## src/hdl/sdfe_pkg.sv

```systemverilog
package sdfe_pkg;

  localparam int ScoreW  = 16;
  localparam int ModeW   = 2;
  localparam int TimerW  = 9;
  localparam int ShownW  = 10;
  localparam int SegW    = 8;
  localparam int WordW   = 16;
  localparam int PeriodW = 8;
  localparam int CfgIdxW = 2;
  localparam int CfgW    = 8;

  localparam int InDataW  = 40;
  localparam int OutDataW = 48;

  localparam logic [TimerW-1:0] TIMER_MAX   = 9'd511;
  localparam logic [ShownW-1:0] SCORE_MAX   = 10'd999;
  localparam logic [ShownW-1:0] BLANK_CODE  = 10'd1000;
  localparam logic [PeriodW-1:0] FLASH_RST  = 8'd25;
  localparam logic [PeriodW-1:0] UPDATE_RST = 8'd1;

  localparam logic [CfgIdxW-1:0] CFG_ENABLE        = 2'd0;
  localparam logic [CfgIdxW-1:0] CFG_FLASH_PERIOD  = 2'd1;
  localparam logic [CfgIdxW-1:0] CFG_UPDATE_PERIOD = 2'd2;

  typedef enum logic [ModeW-1:0] {
    MODE_NORMAL = 2'd0,
    MODE_FLASH  = 2'd1,
    MODE_BLANK  = 2'd2,
    MODE_ALT    = 2'd3
  } mode_t;

  typedef struct packed {
    logic [SegW-1:0] hund;
    logic [SegW-1:0] tens;
    logic [SegW-1:0] ones;
  } seg3_t;

  typedef struct packed {
    logic [TimerW-1:0] timer;
    logic              phase;
    logic [ShownW-1:0] shown;
  } player_t;

endpackage

```

## src/hdl/score_display_flash_encoder_top.sv

```systemverilog
// Score display encoder. Each request carries both raw scores, a display mode per
// player and a flash sync flag; a frame of three seven-segment words comes out when
// the send timer runs past update_period while enable is set. The block takes one
// request per clock cycle unless a stalled frame holds it back: a request is captured
// in an input register, and the timer, flash and clamp logic plus the decimal split
// load the result register from it once that register is free or being taken.
// The result register alone limits throughput: a frame that is not taken stalls the
// next request only once the input register also holds one. Configuration writes
// take effect at the next clock edge and should be issued while the block is idle.
module score_display_flash_encoder_top (
  input  logic                          clk,
  input  logic                          rst,
  input  logic                          cfg_we,
  input  logic [sdfe_pkg::CfgIdxW-1:0]  cfg_index,
  input  logic [sdfe_pkg::CfgW-1:0]     cfg_data,
  input  logic                          s_axis_tvalid,
  output logic                          s_axis_tready,
  // [15:0] player_one_score, [31:16] player_two_score, [33:32] player_one_mode,
  // [35:34] player_two_mode, [36] sync_flash, [39:37] zero
  input  logic [sdfe_pkg::InDataW-1:0]  s_axis_tdata,
  output logic                          m_axis_tvalid,
  input  logic                          m_axis_tready,
  // [15:0] left_word, [31:16] middle_word, [47:32] right_word
  output logic [sdfe_pkg::OutDataW-1:0] m_axis_tdata
);
  import sdfe_pkg::*;

  localparam logic [SegW-1:0] SEG_DIGIT [10] = '{
    8'h3F, 8'h06, 8'h5B, 8'h4F, 8'h66, 8'h6D, 8'h7D, 8'h07, 8'h7F, 8'h6F
  };

  function automatic seg3_t encode3(input logic [ShownW-1:0] v);
    logic [15:0]       hprod;
    logic [3:0]        h;
    logic [6:0]        r;
    logic [13:0]       tprod;
    logic [3:0]        t;
    logic [3:0]        o;
    logic [ShownW-1:0] hx;
    logic [6:0]        tx;
    seg3_t             e;
    hprod = 16'(v) * 16'd41;
    h     = hprod[15:12];
    hx    = {6'b0, h} * 10'd100;
    r     = 7'(v - hx);
    tprod = 14'(r) * 14'd103;
    t     = tprod[13:10];
    tx    = {3'b0, t} * 7'd10;
    o     = 4'(r - tx);
    if (v > SCORE_MAX) begin
      e = '0;
    end else begin
      e.ones = SEG_DIGIT[o];
      e.tens = SEG_DIGIT[t];
      e.hund = SEG_DIGIT[h];
      if (h == 4'd0) begin
        e.hund = '0;
        if (t == 4'd0) begin
          e.tens = '0;
        end
      end
    end
    return e;
  endfunction

  function automatic player_t player_update(
    input logic [ModeW-1:0]   mode,
    input logic [ScoreW-1:0]  score,
    input logic [TimerW-1:0]  timer,
    input logic               phase,
    input logic [ShownW-1:0]  shown,
    input logic [PeriodW-1:0] period
  );
    player_t p;
    p.timer = timer;
    p.phase = phase;
    p.shown = shown;
    case (mode_t'(mode))
      MODE_FLASH: begin
        if (timer > {1'b0, period}) begin
          p.timer = '0;
          if (!phase) begin
            p.phase = 1'b1;
            p.shown = (score > ScoreW'(SCORE_MAX)) ? BLANK_CODE : score[ShownW-1:0];
          end else begin
            p.phase = 1'b0;
            p.shown = BLANK_CODE;
          end
        end
      end
      MODE_BLANK: begin
        p.shown = BLANK_CODE;
      end
      default: begin
        p.shown = (score > ScoreW'(SCORE_MAX)) ? SCORE_MAX : score[ShownW-1:0];
      end
    endcase
    return p;
  endfunction

  function automatic logic [TimerW-1:0] tick(input logic [TimerW-1:0] t);
    return (t == TIMER_MAX) ? TIMER_MAX : t + 1'b1;
  endfunction

  logic               enable;
  logic [PeriodW-1:0] flash_period;
  logic [PeriodW-1:0] update_period;

  logic [TimerW-1:0]  one_flash_timer;
  logic [TimerW-1:0]  two_flash_timer;
  logic [TimerW-1:0]  send_timer;
  logic               one_flash_phase;
  logic               two_flash_phase;
  logic [ShownW-1:0]  one_shown_value;
  logic [ShownW-1:0]  two_shown_value;

  logic                in_valid;
  logic [InDataW-1:0]  in_data;
  logic                out_valid;
  logic [OutDataW-1:0] out_data;

  logic               advance;
  logic [ScoreW-1:0]  s1;
  logic [ScoreW-1:0]  s2;
  logic [ModeW-1:0]   m1;
  logic [ModeW-1:0]   m2;
  logic               sync;
  logic [TimerW-1:0]  one_timer_inc;
  logic [TimerW-1:0]  two_timer_inc;
  logic [TimerW-1:0]  send_inc;
  logic               one_phase_base;
  logic               two_phase_base;
  player_t            one_upd;
  player_t            two_upd;
  player_t            one_next;
  player_t            two_next;
  logic               emit;
  logic [TimerW-1:0]  send_timer_next;
  seg3_t              enc1;
  seg3_t              enc2;
  logic [OutDataW-1:0] out_data_next;

  assign advance       = in_valid && (!out_valid || m_axis_tready);
  assign s_axis_tready = !in_valid || advance;
  assign m_axis_tvalid = out_valid;
  assign m_axis_tdata  = out_data;

  assign s1   = in_data[15:0];
  assign s2   = in_data[31:16];
  assign m1   = in_data[33:32];
  assign m2   = in_data[35:34];
  assign sync = in_data[36];

  always_comb begin
    one_timer_inc  = tick(sync ? '0 : one_flash_timer);
    two_timer_inc  = tick(sync ? '0 : two_flash_timer);
    send_inc       = tick(send_timer);
    one_phase_base = sync ? 1'b0 : one_flash_phase;
    two_phase_base = sync ? 1'b0 : two_flash_phase;
    one_upd = player_update(m1, s1, one_timer_inc, one_phase_base, one_shown_value,
                            flash_period);
    two_upd = player_update(m2, s2, two_timer_inc, two_phase_base, two_shown_value,
                            flash_period);
    if (enable) begin
      one_next = one_upd;
      two_next = two_upd;
    end else begin
      one_next = '{timer: one_timer_inc, phase: one_phase_base, shown: one_shown_value};
      two_next = '{timer: two_timer_inc, phase: two_phase_base, shown: two_shown_value};
    end
    emit            = enable && (send_inc > {1'b0, update_period});
    send_timer_next = emit ? '0 : send_inc;
    enc1 = encode3(one_next.shown);
    enc2 = encode3(two_next.shown);
    out_data_next = {enc2.ones, enc2.tens, enc2.hund, enc1.ones, enc1.tens, enc1.hund};
  end

  always_ff @(posedge clk) begin
    if (rst) begin
      enable        <= 1'b0;
      flash_period  <= FLASH_RST;
      update_period <= UPDATE_RST;
    end else if (cfg_we) begin
      case (cfg_index)
        CFG_ENABLE:        enable        <= cfg_data[0];
        CFG_FLASH_PERIOD:  flash_period  <= cfg_data;
        CFG_UPDATE_PERIOD: update_period <= cfg_data;
        default: ;
      endcase
    end
  end

  always_ff @(posedge clk) begin
    if (rst) begin
      one_flash_timer <= '0;
      two_flash_timer <= '0;
      send_timer      <= '0;
      one_flash_phase <= 1'b0;
      two_flash_phase <= 1'b0;
      one_shown_value <= '0;
      two_shown_value <= '0;
    end else if (advance) begin
      one_flash_timer <= one_next.timer;
      two_flash_timer <= two_next.timer;
      send_timer      <= send_timer_next;
      one_flash_phase <= one_next.phase;
      two_flash_phase <= two_next.phase;
      one_shown_value <= one_next.shown;
      two_shown_value <= two_next.shown;
    end
  end

  always_ff @(posedge clk) begin
    if (rst) begin
      in_valid <= 1'b0;
    end else if (s_axis_tready) begin
      in_valid <= s_axis_tvalid;
    end
  end

  always_ff @(posedge clk) begin
    if (s_axis_tvalid && s_axis_tready) begin
      in_data <= s_axis_tdata;
    end
  end

  always_ff @(posedge clk) begin
    if (rst) begin
      out_valid <= 1'b0;
    end else if (advance) begin
      out_valid <= emit;
    end else if (m_axis_tready) begin
      out_valid <= 1'b0;
    end
  end

  always_ff @(posedge clk) begin
    if (advance && emit) begin
      out_data <= out_data_next;
    end
  end

endmodule

```

## config.mk

```make
export PLATFORM = sky130hd
export DESIGN_NAME = score_display_flash_encoder_top
export DESIGN_NICKNAME = d
export VERILOG_FILES = /design/src/hdl/sdfe_pkg.sv /design/src/hdl/score_display_flash_encoder_top.sv
export SDC_FILE = /design/constraint.sdc
export NUM_CORES = 1
export LEC_CHECK = 0
export BUFFER_PORTS_ARGS = -buffer_cell sky130_fd_sc_hd__buf_2
export CORE_MARGIN = 2
export CORE_UTILIZATION = 52
export CTS_CLUSTER_SIZE = 10
export DETAILED_ROUTE_END_ITERATION = 12
export PLACE_DENSITY = 0.71
export SLEW_MARGIN = 20
export SYNTH_ARGS = -nofsm -noshare
export SYNTH_HDL_FRONTEND = slang
export SYNTH_SLANG_ARGS = --single-unit
```

## constraint.sdc

```tcl
create_clock -name clk -period 40.6 [get_ports clk]
set_input_delay 10.15 -clock clk [delete_from_list [all_inputs] [get_ports clk]]
set_output_delay 10.15 -clock clk [all_outputs]
set_load 0.01 [all_outputs]
```

==> insert_results.sql, run 1 <==
INSERT INTO impl_metrics (metric_group, metric, value, unit) VALUES
('hold_path', 'holdCritPathClass', 'reg -> reg', ''),
('power', 'power_density', '47.2', 'nW/µm²'),
('sta', 'period_minus_slack', '20.77', 'ns'),
('clock_network', 'clk_pin_slew_worst_paths', '0.06', 'ns'),
('placement', 'detailed_place.area', '12800', 'µm²'),
('finish', 'register_area', '3730', 'µm²'),
('finish', 'fillerInstances', '1931', ''),
('sta', 'final-max-slew-violation-count', '0', ''),
('clock_network', 'numCtsBuffers', '17', ''),
('finish', 'multi_input_area', '7670', 'µm²'),
('detailed_routing', 'initialDrtViolationCount', '499', ''),
('global_route', 'grt_max_degree', '69', ''),
('setup_path', 'cpMaxStageDelayCell', 'buf_2', ''),
('sta', 'aggregate_negative_setup_slack', '0', 'ns'),
('yosys', 'synth_most_common_cell', 'ha_1', ''),
('clock_network', 'cts.hold.buffers_added', '0', ''),
('detailed_routing', 'drt-total-wl', '25000', 'µm'),
('sta', 'clock.fmax', '0.0482', 'GHz'),
('detailed_routing', 'drc_errors', '0', ''),
('setup_path', 'crit_path_max_fanout', '2', ''),
('global_route', 'grt_pass1_wl', '42400', 'µm'),
('setup_path', 'critPathLaunchType', 'input pin', ''),
('floorplanning', 'start_util', '53.1', '%'),
('setup_path', 'critical_path_required', '30.45', 'ns'),
('floorplanning', 'floorplan.die.height', '156', 'µm'),
('floorplanning', 'pin_count', '105', ''),
('power', 'post-layout-total-power', '0.631', 'mW'),
('detailed_routing', 'ant_nets', '0', ''),
('yosys', 'netlist_area', '12100', 'µm²'),
('finish', 'finish.instance_area', '13400', 'µm²'),
('floorplanning', 'floorplan.die_area', '24400', 'µm²'),
('clock_network', 'cts_tree', 'built', ''),
('power', 'vdd_drop_max', '0.0000334', 'V'),
('setup_path', 'setup.worst_path.end_class', 'output pin', ''),
('global_route', 'grt_pass1_vias', '9035', ''),
('yosys', 'avgSynthCellArea', '9.62', 'µm²'),
('setup_path', 'crit_chain', 'buf_2 > nor2b_1 > nand2_1 > buf_2', ''),
('sta', 'final_setup_violation_count', '0', ''),
('yosys', 'yosysTopAreaCell', 'ha_1', ''),
('finish', 'postLayoutCoreUtil', '58.8', '%'),
('yosys', 'synth_top_cells_by_area', 'ha_1 (23%), edfxtp_1 (20%), dfxtp_1 (11%)', ''),
('yosys', 'synth_flop_cell', 'edfxtp_1', ''),
('detailed_routing', 'routed_wire_length_per_instance', '15.3', 'µm'),
('yosys', 'yosys.area.top_type_share', '22.6', '%'),
('yosys', 'synth_cell_types', '94', ''),
('setup_path', 'regToRegSetupSlack', '25.79', 'ns'),
('run', 'maxCapViolCount', '0', ''),
('yosys', 'synth.yosys.warnings', '0', ''),
('power', 'power.static_leakage', '6.41', 'nW'),
('finish', 'final_net_count', '1638', ''),
('setup_path', 'crit_path_dat', '10.62', 'ns'),
('yosys', 'instance_count_of_the_mapped_netlist', '1254', ''),
('clock_network', 'cts.sinks', '147', ''),
('yosys', 'netlist_top_cells_count', 'ha_1 (218), inv_1 (129), nor2_1 (101)', ''),
('status', 'run_status', 'finished, final reports clean', ''),
('yosys', 'count_of_flip_flops_with_a_built_in_enable_after_synthesis', '79', ''),
('clock_network', 'ctsResizeCount', '0', ''),
('placement', 'finalWeightedCongestion', '0.840', ''),
('setup_path', 'timing.critical_path.slowest_cell_delay', '0.15', 'ns'),
('floorplanning', 'area_inside_the_core_boundary', '22700', 'µm²'),
('placement', 'detailed_place_hpwl', '19100', 'µm'),
('finish', 'share_of_post_route_cells_with_drive_strength_above_1', '13.6', '%'),
('detailed_routing', 'detailedRoute.firstPassIterationCount', '5', ''),
('sta', 'rsz0062_at_grt', 'no', ''),
('global_route', 'grt_remaining_overflow', '0', ''),
('setup_path', 'r2r-end', 'm_axis_tdata[44]$_SDFFCE_PN0P_', ''),
('detailed_routing', 'dr_vias_cell', '5.61', ''),
('hold_path', 'worst_hold_startpoint', 'two_shown_value[8]$_SDFFE_PP0P_', ''),
('sta', 'maxSlewHeadroom', '37.5', '%'),
('setup_path', 'rr_startpoint', 'in_data[36]$_DFFE_PP_', ''),
('clock_network', 'cts_post_setup_buffers_inserted', '0', '');
metal layers:
metal	GRT usage [%]	wire length (µm)
met2	36.5	12000
met1	27.9	11700
met3	3.27	869
met4	6.82	388
met5	0	0
cell families after synthesis:
kind of cell | count (synthesis) | share of synthesized area [%]
muxes | 22 | 1.85
DFF | 147 | 31.0
other | 1 | 0.0311
and+or+nand+nor | 333 | 13.7
adders and majority gates | 247 | 27.4
xor gates and xnor gates | 57 | 4.42
AOI/OAI and AO/OA | 273 | 16.0
buffers and inverters | 174 | 5.69
flip-flops by register name, summed over array words and instances (netlist names):
register,flops
one_flash_timer,9
flash_period,8
enable,1
two_shown_value,10
in_valid,1
one_flash_phase,1
two_flash_timer,9
m_axis_tdata,42
two_flash_phase,1
m_axis_tvalid,1
send_timer,9
in_data,37
one_shown_value,10
update_period,8
stage by stage:
step	instances	setup WS [ns]	hold slack (ns)
2_1_floorplan	1259	20.07	0.432
3_3_place_gp	1602	19.85	0.443
3_5_place_dp	1603	19.83	0.456
4_1_cts	1635	19.83	0.465
5_1_grt	1635	19.77	0.484
6_report	1636	19.83	0.465
layout by cell type, fill, tap and decap left out, types with 4 or more instances in the layout:
master,Yosys,layout
o21a_1,13,13
or2_2,5,5
and2_1,13,12
ha_1,218,218
nand2_1,74,74
nor2b_1,17,17
fa_1,28,28
or3_1,4,4
o211ai_1,9,9
nand2b_1,17,17
o211a_1,4,4
nand4_1,14,14
conb_1,1,6
dfxtp_1,68,68
inv_1,129,129
buf_2,8,95
clkbuf_16,0,17
nor2_1,101,100
a21oi_1,86,86
a21o_1,12,12
and4_1,4,4
o21ai_0,45,45
nand3_1,38,38
xnor2_1,24,24
buf_4,6,6
nand3b_1,5,5
mux2i_1,20,20
a211oi_1,12,12
a31o_2,4,4
inv_6,0,4
a22oi_1,17,17
a31oi_1,5,5
edfxtp_1,79,79
nor3_1,12,12
o22ai_1,4,4
xor2_1,30,30
and3_1,10,10
o221a_2,6,6
critical path: cells and delay by family:
kind | cells | cell delay (ns)
AND/OR/NAND/NOR | 2 | 0.21
buffers and inverters | 2 | 0.25
power breakdown:
part           switching [mW]  internal, mW  total [mW]
registers             0.00276         0.177       0.180
clock network          0.0691        0.0861       0.155
logic                   0.173         0.123       0.296
total                   0.245         0.386       0.631
how the worst max path moves through the flow:
stage / cells past startpoint / startpoint / slack (ns) / endpoint
6_report: 4 / m_axis_tready / 19.83 / s_axis_tready
5_1_grt: 4 / m_axis_tready / 19.77 / s_axis_tready
4_1_cts: 4 / m_axis_tready / 19.83 / s_axis_tready
3_5_place_dp: 4 / m_axis_tready / 19.83 / s_axis_tready
3_3_place_gp: 4 / m_axis_tready / 19.85 / s_axis_tready
2_1_floorplan: 2 / m_axis_tready / 20.07 / s_axis_tready
cell type report:
cell class / count / share of cell area (%)
diodes: 1 / 0.0187
clock buffers: 17 / 3.18
clock inverters: 15 / 1.08
inverters: 131 / 3.68
multi-input cells: 938 / 57.4
flip-flops and latches: 147 / 27.9
well taps: 285 / 2.67
repair buffers: 102 / 4.05
(Power assumes the default switching activity.)
==> inputs of run 2 (changes only) <==
Clock period 40.6 ns to 21.1 ns, I/O delays scaled along.
==> insert_results.sql, run 2 (synthesis gave the netlist of run 1 again) <==
INSERT INTO impl_metrics (metric_group, metric, value, unit) VALUES
('setup_path', 'critPathTopFamily', 'adder cells', ''),
('placement', 'placement.setup.worst_slack', '6.34', 'ns'),
('setup_path', 'setup.worst_path.end_class', 'register', ''),
('finish', 'diodes', '0', ''),
('sta', 'maxSlewHeadroom', '39.0', '%'),
('sta', 'rsz0062_at_grt', 'no', ''),
('detailed_routing', 'detailroute.via_count', '9249', ''),
('finish', 'mostFrequentLayoutCell', 'ha_1', ''),
('power', 'internal_power', '0.753', 'mW'),
('power', 'sequentialPowerShare', '28.5', '%'),
('detailed_routing', 'initialDrtViolationCount', '497', ''),
('floorplanning', 'floorplan.rows', '55', ''),
('detailed_routing', 'ant_nets', '0', ''),
('global_route', 'grt_max_degree', '69', ''),
('floorplanning', 'pin_count', '105', ''),
('sta', 'aggregate_negative_setup_slack', '0', 'ns'),
('clock_network', 'cts_buffer_depth', '2', ''),
('power', 'switchingPower', '0.461', 'mW'),
('power', 'vdd_drop_max', '0.0000549', 'V'),
('finish', 'final_cell_mix', 'ha_1 (218), inv_1 (129), nor2_1 (100)', ''),
('setup_path', 'critical_path_required', '21.26', 'ns'),
('placement', 'detailed_place.area', '12800', 'µm²'),
('placement', 'port_buffers', '95', ''),
('setup_path', 'crit_path_dat', '15.10', 'ns'),
('power', 'switching_share', '38.0', '%'),
('clock_network', 'clk-insertion-delay-late', '0.43', 'ns'),
('status', 'run_status', 'finished, final reports clean', ''),
('setup_path', 'cp_num_buf_inv', '7', ''),
('clock_network', 'cts.hold.buffers_added', '0', ''),
('global_route', 'track_usage', '21.8', '%'),
('floorplanning', 'die_x', '156', 'µm'),
('placement', 'finalWeightedCongestion', '0.840', ''),
('global_route', 'antenna_found_initial', '1', ''),
('global_route', 'grt_pass1_vias', '9068', ''),
('power', 'post-layout-total-power', '1.21', 'mW'),
('sta', 'worst-slew-pin-transition', '0.914', 'ns'),
('floorplanning', 'start_util', '53.1', '%'),
('finish', 'synthToLayoutAreaGrowth', '10.9', '%'),
('power', 'clockPowerShare', '24.8', '%'),
('global_route', 'grt_pass1_wl', '43500', 'µm'),
('setup_path', 'cpMostUsedCell', 'ha_1', ''),
('sta', 'period_minus_slack', '14.94', 'ns'),
('setup_path', 'cpMaxStageDelayCell', 'a21oi_1', ''),
('clock_network', 'cts_tree', 'built', ''),
('floorplanning', 'floorplan.die_area', '24400', 'µm²'),
('run', 'maxCapViolCount', '0', ''),
('clock_network', 'cts-htree-levels', '4', ''),
('sta', 'final_setup_violation_count', '0', ''),
('setup_path', 'critPathLaunchType', 'register', ''),
('finish', 'share_of_post_route_cells_with_drive_strength_above_1', '13.3', '%'),
('power', 'p_comb_share', '46.8', '%'),
('finish', 'final_net_count', '1638', ''),
('clock_network', 'cts_post_setup_buffers_inserted', '0', ''),
('power', 'power.static_leakage', '6.42', 'nW'),
('clock_network', 'clk_pin_slew_worst_paths', '0.06', 'ns'),
('detailed_routing', 'detailedRoute.firstPassIterationCount', '5', ''),
('placement', 'detailed_place_hpwl', '19200', 'µm'),
('sta', 'fin_skew', '0.00864', 'ns'),
('setup_path', 'crit_path_max_fanout', '23', ''),
('detailed_routing', 'drc_errors', '0', ''),
('clock_network', 'numCtsBuffers', '17', ''),
('floorplanning', 'floorplan.die.height', '156', 'µm'),
('clock_network', 'cts.sinks', '147', ''),
('sta', 'timing_hold_violations_final', '0', ''),
('sta', 'timing.final.crit_share', '70.8', '%'),
('detailed_routing', 'routed_wire_length_per_instance', '15.5', 'µm'),
('finish', 'finish.instance_area', '13400', 'µm²'),
('clock_network', 'ctsResizeCount', '0', ''),
('sta', 'final-max-slew-violation-count', '0', ''),
('floorplanning', 'area_inside_the_core_boundary', '22700', 'µm²'),
('detailed_routing', 'drt-total-wl', '25300', 'µm'),
('setup_path', 'critPathKind', 'reg -> reg', ''),
('hold_path', 'holdCritPathClass', 'reg -> reg', ''),
('power', 'power_density', '90.8', 'nW/µm²'),
('sta', 'postLayoutSetupSlackWorst', '6.16', 'ns'),
('sta', 'clock.fmax', '0.0669', 'GHz'),
('finish', 'largest_reg_flops', '42', ''),
('global_route', 'grt_remaining_overflow', '0', ''),
('clock_network', 'cts_root_buffer', 'clkbuf_16', ''),
('detailed_routing', 'dr_vias_cell', '5.66', ''),
('setup_path', 'timing.critical_path.slowest_cell_delay', '0.69', 'ns');
==> run 2: cell count changes in the layout (fill, tap and decap cells not counted), moves of 2 or more <==
cell	change
inv_6	-2
clkbuf_1	+3
inv_8	-3
clkbuf_16	+3
==> run 2: cell type report <==
class,count,area (µm²)
clock buffers,24,526
clock inverters,8,58.8
fillers,1959,9340
inverters,131,492
multi-input cells,938,7670
flip-flops and latches,147,3730
well taps,285,357
repair buffers,102,541
==> run 2: worst paths after layout <==
check,from,end,slack (ns),cells past startpoint
worst max-delay path,in_data[36]$_DFFE_PP_,m_axis_tdata[44]$_SDFFCE_PN0P_,6.16,55
worst max register to register,in_data[36]$_DFFE_PP_,m_axis_tdata[44]$_SDFFCE_PN0P_,6.16,55
worst min-delay path,two_shown_value[6]$_SDFFE_PP0P_,two_shown_value[6]$_SDFFE_PP0P_,0.46,2
worst min register to register,two_shown_value[6]$_SDFFE_PP0P_,two_shown_value[6]$_SDFFE_PP0P_,0.46,2
==> run 2: worst min-delay path, cell delays in order, from the launching register on <==
cell and delay (ns):
dfxtp_1 0.31, nand2_1 0.05, a21oi_1 0.05
==> run 2: metrics by stage <==
stage / utilization, % / hold WS (ns) / instances
after floorplan: - / 0.432 / 1259
after global placement: 56.2 / 0.443 / 1602
after detailed placement: 56.2 / 0.457 / 1602
after CTS: 58.8 / 0.467 / 1634
after global routing: 58.9 / 0.493 / 1635
final: 58.9 / 0.463 / 1635
==> run 2: metal layers <==
metal  up-vias  track usage [%]  part of all wire [%]
met2       195             38.3                    49
met1      4393             28.1                    46
met3        28             3.52                   3.9
met4         2             5.42                   1.2
met5         -                0                 0.028
li1       4631                -                     -
==> run 2: power by group through the flow <==
stage	registers [mW]	clock network (mW)	logic [mW]
6_report	0.346	0.301	0.568
5_1_grt	0.347	0.315	0.660
4_1_cts	0.346	0.305	0.571
3_5_place_dp	0.352	0	0.563
3_3_place_gp	0.352	0	0.549
2_1_floorplan	0.350	0	0.446
